--- config.mk ---
export PLATFORM = sky130hd
export DESIGN_NAME = crc_frame_checker_top
export DESIGN_NICKNAME = d
export VERILOG_FILES = /design/src/rtl/core/cfc_pkg.sv /design/src/rtl/core/cfc_cell.sv /design/src/rtl/core/cfc_ctrl.sv /design/src/rtl/core/crc_frame_checker_top.sv
export SDC_FILE = /design/constraint.sdc
export NUM_CORES = 1
export LEC_CHECK = 0
export ABC_AREA = 0
export BUFFER_PORTS_ARGS = -buffer_cell sky130_fd_sc_hd__buf_2
export CORE_MARGIN = 3
export CORE_UTILIZATION = 38
export CTS_CLUSTER_DIAMETER = 100
export DETAILED_ROUTE_END_ITERATION = 10
export GPL_ROUTABILITY_DRIVEN = 0
export GPL_TIMING_DRIVEN = 0
export PLACE_DENSITY = 0.54
export SLEW_MARGIN = 0
export SYNTH_ARGS = -nofsm -noshare
export SYNTH_HDL_FRONTEND = slang
export SYNTH_SLANG_ARGS = --single-unit
export TNS_END_PERCENT = 100
--- constraint.sdc ---
create_clock -name i_clk -period 9.9 [get_ports i_clk]
set_input_delay 1.98 -clock i_clk [delete_from_list [all_inputs] [get_ports i_clk]]
set_output_delay 1.98 -clock i_clk [all_outputs]
set_load 0.03 [all_outputs]
--- src/rtl/core/cfc_pkg.sv ---
// ----------------------------------------------------------------------------
// cfc_pkg
// shared types and constants of the crc frame checker
// ----------------------------------------------------------------------------
package cfc_pkg;

    localparam int CFC_MAX_WIDTH = 16;

    localparam int CFG_IDX_BITS   = 2;
    localparam int CFG_DATA_BITS  = 16;
    localparam int CRC_WIDTH_BITS = 5;
    localparam int POLY_BITS      = 16;
    localparam int FLEN_BITS      = 15;
    localparam int TDATA_BITS     = 8;

    // register indexes
    localparam logic [CFG_IDX_BITS-1:0] CFG_CRC_WIDTH    = 2'd0;
    localparam logic [CFG_IDX_BITS-1:0] CFG_POLYNOMIAL   = 2'd1;
    localparam logic [CFG_IDX_BITS-1:0] CFG_FRAME_LENGTH = 2'd2;

    // reset values
    localparam logic [CRC_WIDTH_BITS-1:0] RST_CRC_WIDTH    = 5'd16;
    localparam logic [POLY_BITS-1:0]      RST_POLYNOMIAL   = 16'd0;
    localparam logic [FLEN_BITS-1:0]      RST_FRAME_LENGTH = 15'd16;

    // frame position flags for the current request
    typedef struct packed {
        logic invert;
        logic last;
    } t_frame_ctl;

    // common controls broadcast to every cell
    typedef struct packed {
        logic en;
        logic restart;
        logic fb;
    } t_cell_ctl;

endpackage

--- src/rtl/core/cfc_cell.sv ---
// ----------------------------------------------------------------------------
// cfc_cell
// one bit of the crc shift register
// ----------------------------------------------------------------------------
module cfc_cell (
    input  logic              i_clk,
    input  logic              i_rst_n,
    input  cfc_pkg::t_cell_ctl i_ctl,
    input  logic              i_prev,
    input  logic              i_tap,
    output logic              o_q,
    output logic              o_next
);
    import cfc_pkg::*;

    logic r_q;

    // low cell takes the feedback, others the neighbor plus tap
    assign o_next = i_prev ^ (i_ctl.fb & i_tap);
    assign o_q    = r_q;

    always_ff @(posedge i_clk) begin
        if (!i_rst_n) begin
            r_q <= 1'b1;
        end else if (i_ctl.en) begin
            r_q <= i_ctl.restart ? 1'b1 : o_next;
        end
    end

endmodule

--- src/rtl/core/cfc_ctrl.sv ---
// ----------------------------------------------------------------------------
// cfc_ctrl
// configuration registers, frame bit counter and width decode
// ----------------------------------------------------------------------------
module cfc_ctrl #(
    parameter int MAX_WIDTH = cfc_pkg::CFC_MAX_WIDTH
) (
    input  logic                               i_clk,
    input  logic                               i_rst_n,
    input  logic                               i_cfg_we,
    input  logic [cfc_pkg::CFG_IDX_BITS-1:0]   i_cfg_idx,
    input  logic [cfc_pkg::CFG_DATA_BITS-1:0]  i_cfg_wdata,
    input  logic                               i_step,
    output cfc_pkg::t_frame_ctl                o_frame,
    output logic [MAX_WIDTH-1:0]               o_wmask,
    output logic [MAX_WIDTH-1:0]               o_top_sel,
    output logic [cfc_pkg::POLY_BITS-1:0]      o_poly
);
    import cfc_pkg::*;

    localparam int WW = $clog2(MAX_WIDTH + 1);

    logic [CRC_WIDTH_BITS-1:0] r_crc_width;
    logic [POLY_BITS-1:0]      r_poly;
    logic [FLEN_BITS-1:0]      r_flen;
    logic [FLEN_BITS-1:0]      r_bit_count;
    logic [FLEN_BITS-1:0]      n_bit_count;

    logic [5:0]           cw6;
    logic [WW-1:0]        eff_w;
    logic [FLEN_BITS-1:0] len;
    logic [FLEN_BITS-1:0] remain;
    logic [FLEN_BITS:0]   count_inc;

    always_ff @(posedge i_clk) begin
        if (!i_rst_n) begin
            r_crc_width <= RST_CRC_WIDTH;
            r_poly      <= RST_POLYNOMIAL;
            r_flen      <= RST_FRAME_LENGTH;
        end else if (i_cfg_we) begin
            unique case (i_cfg_idx)
                CFG_CRC_WIDTH:    r_crc_width <= i_cfg_wdata[CRC_WIDTH_BITS-1:0];
                CFG_POLYNOMIAL:   r_poly      <= i_cfg_wdata[POLY_BITS-1:0];
                CFG_FRAME_LENGTH: r_flen      <= i_cfg_wdata[FLEN_BITS-1:0];
                default: ;
            endcase
        end
    end

    // width saturated into 1..MAX_WIDTH
    always_comb begin
        cw6 = {1'b0, r_crc_width};
        if (cw6 == 6'd0) begin
            eff_w = WW'(1);
        end else if (cw6 > 6'(MAX_WIDTH)) begin
            eff_w = WW'(MAX_WIDTH);
        end else begin
            eff_w = WW'(cw6);
        end
    end

    always_comb begin
        for (int k = 0; k < MAX_WIDTH; k++) begin
            o_wmask[k]   = (WW'(k) < eff_w);
            o_top_sel[k] = (WW'(k) == (eff_w - WW'(1)));
        end
    end

    // zero frame length behaves as one
    assign len       = (r_flen == '0) ? FLEN_BITS'(1) : r_flen;
    assign remain    = len - r_bit_count;
    assign count_inc = {1'b0, r_bit_count} + (FLEN_BITS+1)'(1);

    assign o_frame.last   = (count_inc >= {1'b0, len});
    assign o_frame.invert = (r_bit_count >= len) || (remain <= FLEN_BITS'(eff_w));
    assign o_poly         = r_poly;

    assign n_bit_count = o_frame.last ? '0 : count_inc[FLEN_BITS-1:0];

    always_ff @(posedge i_clk) begin
        if (!i_rst_n) begin
            r_bit_count <= '0;
        end else if (i_step) begin
            r_bit_count <= n_bit_count;
        end
    end

endmodule

--- src/rtl/core/crc_frame_checker_top.sv ---
// ----------------------------------------------------------------------------
// crc_frame_checker_top
// bit-serial crc checker for frames ending in a complemented crc
// result: the verdict is registered and appears in the cycle after the last bit is taken
// throughput: one bit per cycle while no verdict is stuck, set by the single-step shift through the cells
// a pending result holds the output register; input keeps flowing if taken
// reset: synchronous active low, register all ones, counter zero, config to
// defaults (width 16, polynomial 0, frame length 16)
// ----------------------------------------------------------------------------
module crc_frame_checker_top #(
    parameter int MAX_WIDTH = cfc_pkg::CFC_MAX_WIDTH
) (
    input  logic                               i_clk,
    input  logic                               i_rst_n,
    // configuration write port
    input  logic                               i_cfg_we,
    input  logic [cfc_pkg::CFG_IDX_BITS-1:0]   i_cfg_idx,
    input  logic [cfc_pkg::CFG_DATA_BITS-1:0]  i_cfg_wdata,
    // bit stream in
    input  logic                               i_s_tvalid,
    output logic                               o_s_tready,
    input  logic [cfc_pkg::TDATA_BITS-1:0]     i_s_tdata,   // [0] data_bit
    // frame verdict out
    output logic                               o_m_tvalid,
    input  logic                               i_m_tready,
    output logic [cfc_pkg::TDATA_BITS-1:0]     o_m_tdata    // [0] crc_ok
);
    import cfc_pkg::*;

    t_frame_ctl          frame;
    t_cell_ctl           cell_ctl;
    logic [MAX_WIDTH-1:0] wmask;
    logic [MAX_WIDTH-1:0] top_sel;
    logic [MAX_WIDTH-1:0] taps;
    logic [MAX_WIDTH-1:0] q;
    logic [MAX_WIDTH-1:0] q_next;
    logic [MAX_WIDTH-1:0] prev;
    logic [POLY_BITS-1:0] poly;

    logic s_accept;
    logic rx_bit;
    logic top_bit;
    logic ok;

    logic r_m_valid;
    logic n_m_valid;
    logic r_ok;

    // a new bit is taken unless a verdict is stuck in the output register
    assign o_s_tready = !r_m_valid || i_m_tready;
    assign s_accept   = i_s_tvalid && o_s_tready;

    cfc_ctrl #(
        .MAX_WIDTH (MAX_WIDTH)
    ) u_ctrl (
        .i_clk       (i_clk),
        .i_rst_n     (i_rst_n),
        .i_cfg_we    (i_cfg_we),
        .i_cfg_idx   (i_cfg_idx),
        .i_cfg_wdata (i_cfg_wdata),
        .i_step      (s_accept),
        .o_frame     (frame),
        .o_wmask     (wmask),
        .o_top_sel   (top_sel),
        .o_poly      (poly)
    );

    // trailing crc bits arrive complemented
    assign rx_bit  = i_s_tdata[0] ^ frame.invert;
    // top of the active register, picked by the decoded width
    assign top_bit = |(q & top_sel);

    assign cell_ctl.en      = s_accept;
    assign cell_ctl.restart = frame.last;
    assign cell_ctl.fb      = top_bit ^ rx_bit;

    // chain of cells: cell k takes cell k-1, the low cell takes the feedback
    genvar k;
    generate
        for (k = 0; k < MAX_WIDTH; k++) begin : g_cell
            if (k == 0) begin : g_low
                assign prev[k] = 1'b0;
                assign taps[k] = 1'b1;
            end else begin : g_up
                assign prev[k] = q[k-1];
                if (k < POLY_BITS) begin : g_tap
                    assign taps[k] = poly[k] & wmask[k];
                end else begin : g_notap
                    assign taps[k] = 1'b0;
                end
            end

            cfc_cell u_cell (
                .i_clk   (i_clk),
                .i_rst_n (i_rst_n),
                .i_ctl   (cell_ctl),
                .i_prev  (prev[k]),
                .i_tap   (taps[k]),
                .o_q     (q[k]),
                .o_next  (q_next[k])
            );
        end
    endgenerate

    // frame passes when the updated active register is all zero
    assign ok = ((q_next & wmask) == '0);

    // output register, loaded on the last bit of each frame
    always_comb begin
        if (s_accept && frame.last) begin
            n_m_valid = 1'b1;
        end else if (i_m_tready) begin
            n_m_valid = 1'b0;
        end else begin
            n_m_valid = r_m_valid;
        end
    end

    always_ff @(posedge i_clk) begin
        if (!i_rst_n) begin
            r_m_valid <= 1'b0;
        end else begin
            r_m_valid <= n_m_valid;
        end
    end

    always_ff @(posedge i_clk) begin
        if (s_accept && frame.last) begin
            r_ok <= ok;
        end
    end

    assign o_m_tvalid = r_m_valid;
    assign o_m_tdata  = {{(TDATA_BITS-1){1'b0}}, r_ok};

endmodule

==> impl_metrics.csv, run 1 <==
group,metric,value,unit
final_layout,multiInputGateArea,3870,µm²
route,drt_iter0_drc,479,
global_routing,grt_pass1_wl,29000,µm
final_layout,antenna_cells,0,
die,die-area,16400,µm²
global_routing,antenna_found_initial,0,
critical_path,endpoint,"r_ok",
yosys,synth.most_common_cell,"nand2_1",
route,routed_via_density,5.72,
die,core,14600,µm²
yosys,synth_area_per_cell,7.48,µm²
sta,holdWs,0.483,ns
critical_path,end_kind,"flop",
place,dp_hpwl,14000,µm
clocking,tritoncts,"yes",
yosys,synth_ff_type,"dfxtp_1",
worst_hold_path,min_path_type,"flop to flop",
sta,timing.fmax,205,MHz
critical_path,cp_num_buf_inv,1,
critical_path,path_class,"flop to flop",
critical_path,r2r_slack,5.01,ns
yosys,syn_area,5670,µm²
die,die_w,128,µm
critical_path,crit_family,"simple AND/OR/NAND/NOR gates",
clocking,cts_buffer_depth,2,
yosys,synth.area.top_cells,"dfxtp_1 (24%), ha_1 (7.9%), nand2_1 (7.2%)",
run_status,status,"completed",
power_and_ir_drop,p_leak,0.00250,µW
place,port_buffers,26,
global_routing,overflow,0,
final_layout,drive_gt1_share,10.9,%
route,firstDrtPassIters,6,
yosys,synth_top_area_share,23.7,%
route,vias,5659,
critical_path,ff2ff_path_depth,17,
sta,period_needed,4.89,ns
clocking,post_cts_buffers,0,
yosys,synth_cells,758,
final_layout,fin_nets,869,
sta,relSlewSlack,35.7,%
critical_path,path_max_fanout,5,
route,ant_nets,0,
final_layout,syn_to_final_growth,12.5,%
route,wl_per_cell,18.1,µm
sta,grt_setup_unrepaired,"no",
sta,skew,0.0114,ns
sta,setup_violations,0,
clocking,cts_root_buf,"clkbuf_16",
global_routing,grt_usage,22.2,%
route,wirelength,17900,µm
sta,max_slew.worst_pin.slew,0.963,ns
die,start_util,38.9,%
sta,setup_tns,0,ns
critical_path,worst_setup_path_start_kind,"flop",
clocking,postCtsResizedCells,0,
die,io_pins,41,
critical_path,worst_ep_required_time,10.05,ns
final_layout,regArea,1370,µm²
clocking,cts-buffers-inserted,9,
clocking,holdBufCountCts,0,
critical_path,cp_slowest_stage_delay,0.51,ns
yosys,synthArstFlopShare,0,%
run,maxCapViolCount,0,
final_layout,nFillCells,1484,
critical_path,path_cells,"nor4_1 > a41o_1 > inv_1 > ha_1 > fa_1 > nand2b_1 > nand2b_1 > a21oi_1 > xnor2_1 > ha_1 > o31ai_1 > o211ai_1 > nor4_4 > nand3_2 > mux2_4 > or4_4 > a211oi_2",
power_and_ir_drop,powerDensity,135,nW/µm²
yosys,ys_ff_latch,68,
clocking,worstSkewPairLatency,0.34,ns
die,rows,44,
yosys,yosys-top-cells-count,"nand2_1 (109), dfxtp_1 (67), a21boi_0 (44), nor2_1 (44), clkbuf_1 (42)",
global_routing,grt_max_degree,13,
route,drc_errors,0,
critical_path,r2r_start,"u_ctrl.r_flen[10]",
critical_path,crit_slowest_cell,"or4_4",
power_and_ir_drop,ir_worst_vdd,0.0881,mV
critical_path,timing.rr.end,"r_ok",
global_routing,grt_pass1_vias,5440,
die,die_height,128,µm
yosys,yosysTopAreaCell,"dfxtp_1",
yosys,synth_cell_types,78,
sta,slew_violations,0,
critical_path,cp_num_cells,17,
yosys,synth_edf_count,1,
clocking,clk_pin_slew,0.06,ns
clocking,clock-sinks,68,
sta,hold_viol_final,0,
critical_path,critPathLaunch,"u_ctrl.r_flen[10]",
sta,fin_crit_sh,49.3,%
yosys,yosys_warnings,0,
critical_path,arrival,5.03,ns
clocking,htree_levels,3,
yosys,ys_seq_area_share,24.2,%
[state kept, by name, indices dropped and copies added, names as in the netlist]
signal / cells
g_cell.u_cell.o_q: 16
o_m_tvalid: 1
r_ok: 1
u_ctrl.o_poly: 15
u_ctrl.r_bit_count: 15
u_ctrl.r_crc_width: 5
u_ctrl.r_flen: 15
[kinds of logic after synthesis]
kind of cell | after synthesis | share of synthesized area (%)
and+or+nand+nor | 316 | 28.2
AOI/OAI and AO/OA | 194 | 24.4
buffers and inverters | 103 | 8.01
DFF | 68 | 24.2
adders and majority gates | 37 | 8.30
muxes | 20 | 3.64
xor gates and xnor gates | 19 | 3.20
other | 1 | 0.0661
[power by group]
part	internal, µW	switching, µW
Combinational	83.7	126
Sequential	284	15.5
Clock	228	127
Total	596	268
[layer usage]
layer / wire, µm / GRT usage [%] / vias up / share of wire [%]
li1: - / - / 2753 / -
met1: 8340 / 30.8 / 2686 / 47
met2: 7990 / 35.0 / 191 / 45
met3: 1250 / 4.58 / 29 / 7.0
met4: 318 / 6.30 / 0 / 1.8
met5: 0 / 0 / - / 0
[cell usage in the layout, fill, tap and decap left out, types with 4 or more instances in the layout]
| cell | instances |
|---|---|
| buf_4 | 9 |
| nor3b_1 | 5 |
| or3_1 | 5 |
| conb_1 | 7 |
| nor4_1 | 9 |
| a21bo_1 | 4 |
| nand4_1 | 5 |
| a211oi_1 | 8 |
| nor3_1 | 26 |
| buf_2 | 35 |
| nand2_1 | 109 |
| o22ai_1 | 6 |
| and2_1 | 6 |
| mux2i_1 | 18 |
| clkbuf_1 | 43 |
| nand3_1 | 39 |
| nor2_1 | 44 |
| o31ai_1 | 4 |
| a21o_1 | 12 |
| and3_4 | 4 |
| o211a_1 | 5 |
| inv_1 | 39 |
| a31oi_1 | 4 |
| clkbuf_16 | 9 |
| nor2b_1 | 16 |
| ha_1 | 36 |
| a21boi_0 | 44 |
| o21ai_0 | 35 |
| o211ai_1 | 11 |
| dfxtp_1 | 67 |
| and3_1 | 13 |
| o21a_1 | 8 |
| xnor2_1 | 16 |
| a21oi_1 | 24 |
| nand2b_1 | 12 |
[worst reg2reg max path, delay by kind of cell, from the launching register on]
kind	cells	cell delay, ns
AND/OR/NAND/NOR	6	1.65
multiplexers	1	0.34
adder cells (fa/ha/maj)	3	0.85
buffers and inverters	1	0.07
XOR/XNOR	1	0.15
AO/OA/AOI/OAI	5	1.28
flip-flops	1	0.37
[per-stage QoR]
step	cell area (µm²)	util [%]	setup WS, ns	power (µW)	instances
2_1_floorplan	5690	-	5.63	454	764
3_3_place_gp	6050	41.5	5.08	508	974
3_5_place_dp	6050	41.5	5.01	512	974
4_1_cts	6380	43.7	4.95	868	990
5_1_grt	6380	43.7	4.71	907	990
6_report	6380	43.7	5.01	865	990
[worst min-delay path by stage]
stage,startpoint,depth (start not counted),end
floorplan,u_ctrl.o_poly[5],2,u_ctrl.o_poly[5]
global placement,u_ctrl.o_poly[5],2,u_ctrl.o_poly[5]
detailed placement,u_ctrl.o_poly[5],2,u_ctrl.o_poly[5]
CTS,u_ctrl.o_poly[5],2,u_ctrl.o_poly[5]
global route,u_ctrl.o_poly[5],2,u_ctrl.o_poly[5]
finish,u_ctrl.o_poly[5],2,u_ctrl.o_poly[5]
[area by class of cell]
| type | instances | area share [%] |
|---|---|---|
| buffer | 64 | 4.82 |
| tap | 184 | 3.61 |
| clock buffer | 11 | 3.80 |
| inverter | 39 | 2.29 |
| sequential | 68 | 21.5 |
| timing repair buffer | 26 | 2.04 |
| clock inverter | 5 | 1.33 |
| multi-input combinational | 593 | 60.6 |
(Power assumes the default switching activity.)
==> run 2, diff against run 1 <==
clock period = 5.1 ns   (was 9.9 ns; I/O delays follow)
==> impl_metrics.csv, run 2 (synthesis results as in run 1) <==
group,metric,value,unit
run_status,status,"completed",
place,placed_area,6050,µm²
critical_path,path_class,"flop to flop",
power_and_ir_drop,powerDensity,263,nW/µm²
sta,slew_violations,0,
die,io_pins,41,
sta,setup_tns,0,ns
die,start_util,38.9,%
clocking,holdBufCountCts,0,
final_layout,most-common-layout-cells,"nand2_1 (109), dfxtp_1 (67), nor2_1 (44), a21boi_0 (44), clkbuf_1 (43)",
final_layout,final_common_cell,"nand2_1",
die,rows,44,
final_layout,largest_reg_flops,16,
final_layout,syn_to_final_growth,12.7,%
route,ant_nets,0,
critical_path,path_max_fanout,5,
worst_hold_path,min_path_type,"flop to flop",
die,die_height,128,µm
global_routing,grt_pass1_wl,29000,µm
clocking,tritoncts,"yes",
global_routing,overflow,0,
sta,period_needed,4.80,ns
sta,relSlewSlack,35.4,%
clocking,clk_pin_slew,0.05,ns
route,firstDrtPassIters,5,
final_layout,utilization,43.8,%
route,vias,5663,
sta,skew,0.00974,ns
route,wirelength,17900,µm
final_layout,drive_gt1_share,11.2,%
power_and_ir_drop,p_leak,0.00250,µW
global_routing,grt_max_degree,13,
clocking,postCtsResizedCells,0,
clocking,clock-sinks,68,
critical_path,worst_ep_required_time,5.24,ns
sta,setup_violations,0,
global_routing,grt_pass1_vias,5440,
route,routed_via_density,5.72,
run,maxCapViolCount,0,
clocking,htree_levels,3,
route,wl_per_cell,18.1,µm
final_layout,stdcell_area,6390,µm²
place,port_buffers,26,
sta,max_slew.worst_pin.slew,0.966,ns
clocking,worstSkewPairLatency,0.34,ns
sta,grt_setup_unrepaired,"no",
final_layout,nFillCells,1481,
global_routing,grt_usage,22.2,%
die,die_w,128,µm
global_routing,busiest_layer,"met2",
global_routing,use_met1,30.8,%
critical_path,end_kind,"flop",
die,die-area,16400,µm²
critical_path,worst_setup_path_start_kind,"flop",
critical_path,arrival,4.94,ns
global_routing,antenna_found_initial,0,
route,drt_iter0_drc,469,
critical_path,r2r_slack,0.30,ns
die,core,14600,µm²
final_layout,fin_nets,869,
clocking,cts_root_buf,"clkbuf_16",
clocking,post_cts_buffers,0,
power_and_ir_drop,ir_worst_vdd,0.170,mV
final_layout,antenna_cells,0,
sta,hold_viol_final,0,
global_routing,grtUsageMet3,4.58,%
clocking,cts_buffer_depth,2,
place,dp_hpwl,14000,µm
sta,fin_crit_sh,94.1,%
sta,timing.fmax,208,MHz
global_routing,grt_use_met2,35.0,%
clocking,cts-buffers-inserted,9,
route,drc_errors,0,
[run 2: cell types whose count changed in the layout (fill, tap and decap cells not counted)]
cell,before,now
nor4_1,9,8
nor4_2,0,1
o31ai_2,0,1
o31ai_1,4,3
[run 2: worst max-delay path, stage by stage, from the launching register on]
cell	delay (ns)
dfxtp_1	0.37
nor4_1	0.33
a41o_1	0.31
inv_1	0.07
ha_1	0.21
fa_1	0.44
nand2b_1	0.18
nand2b_1	0.08
a21oi_1	0.09
xnor2_1	0.15
ha_1	0.30
nor2_1	0.10
a21oi_1	0.06
o31ai_2	0.09
o211ai_1	0.18
nor4_4	0.33
nand3_2	0.19
mux2_4	0.34
or4_4	0.51
a211oi_2	0.29
[run 2: path summary, 6_finish.rpt]
check | start | endpoint | cells past startpoint
setup / recovery | u_ctrl.r_flen[3] | r_ok | 19
hold reg to reg | u_ctrl.o_poly[1] | u_ctrl.o_poly[1] | 2
setup reg to reg | u_ctrl.r_flen[3] | r_ok | 19
hold / removal | u_ctrl.o_poly[1] | u_ctrl.o_poly[1] | 2
[run 2: area by class of cell]
class | instances | area (µm²) | share of cell area, %
inverter | 39 | 146 | 2.29
sequential | 68 | 1370 | 21.5
buffer | 64 | 308 | 4.82
clock inverter | 5 | 85.1 | 1.33
multi-input combinational | 593 | 3880 | 60.7
tap | 184 | 230 | 3.60
clock buffer | 11 | 243 | 3.80
timing repair buffer | 26 | 130 | 2.04
[run 2: metal layers]
metal	up-vias	share of wire, %
met1	2693	47
met3	26	6.9
met5	-	0
met2	193	45
li1	2751	-
met4	0	1.8
[run 2: power by group]
part           switching (µW)  leakage (µW)  internal (µW)  total, µW
Sequential               30.5      0.000551            551        582
Combinational             248       0.00180            164        413
Clock                     245      0.000156            443        688
[run 2: per-stage QoR]
step                std cells  setup slack, ns  hold WS, ns  total power [µW]
global route              990           0.0381        0.504              1760
CTS                       990            0.154        0.480              1690
global placement          974            0.281        0.455               986
detailed placement        974            0.214        0.471               994
finish                    990            0.302        0.484              1680
floorplan                 764             1.00        0.439               882
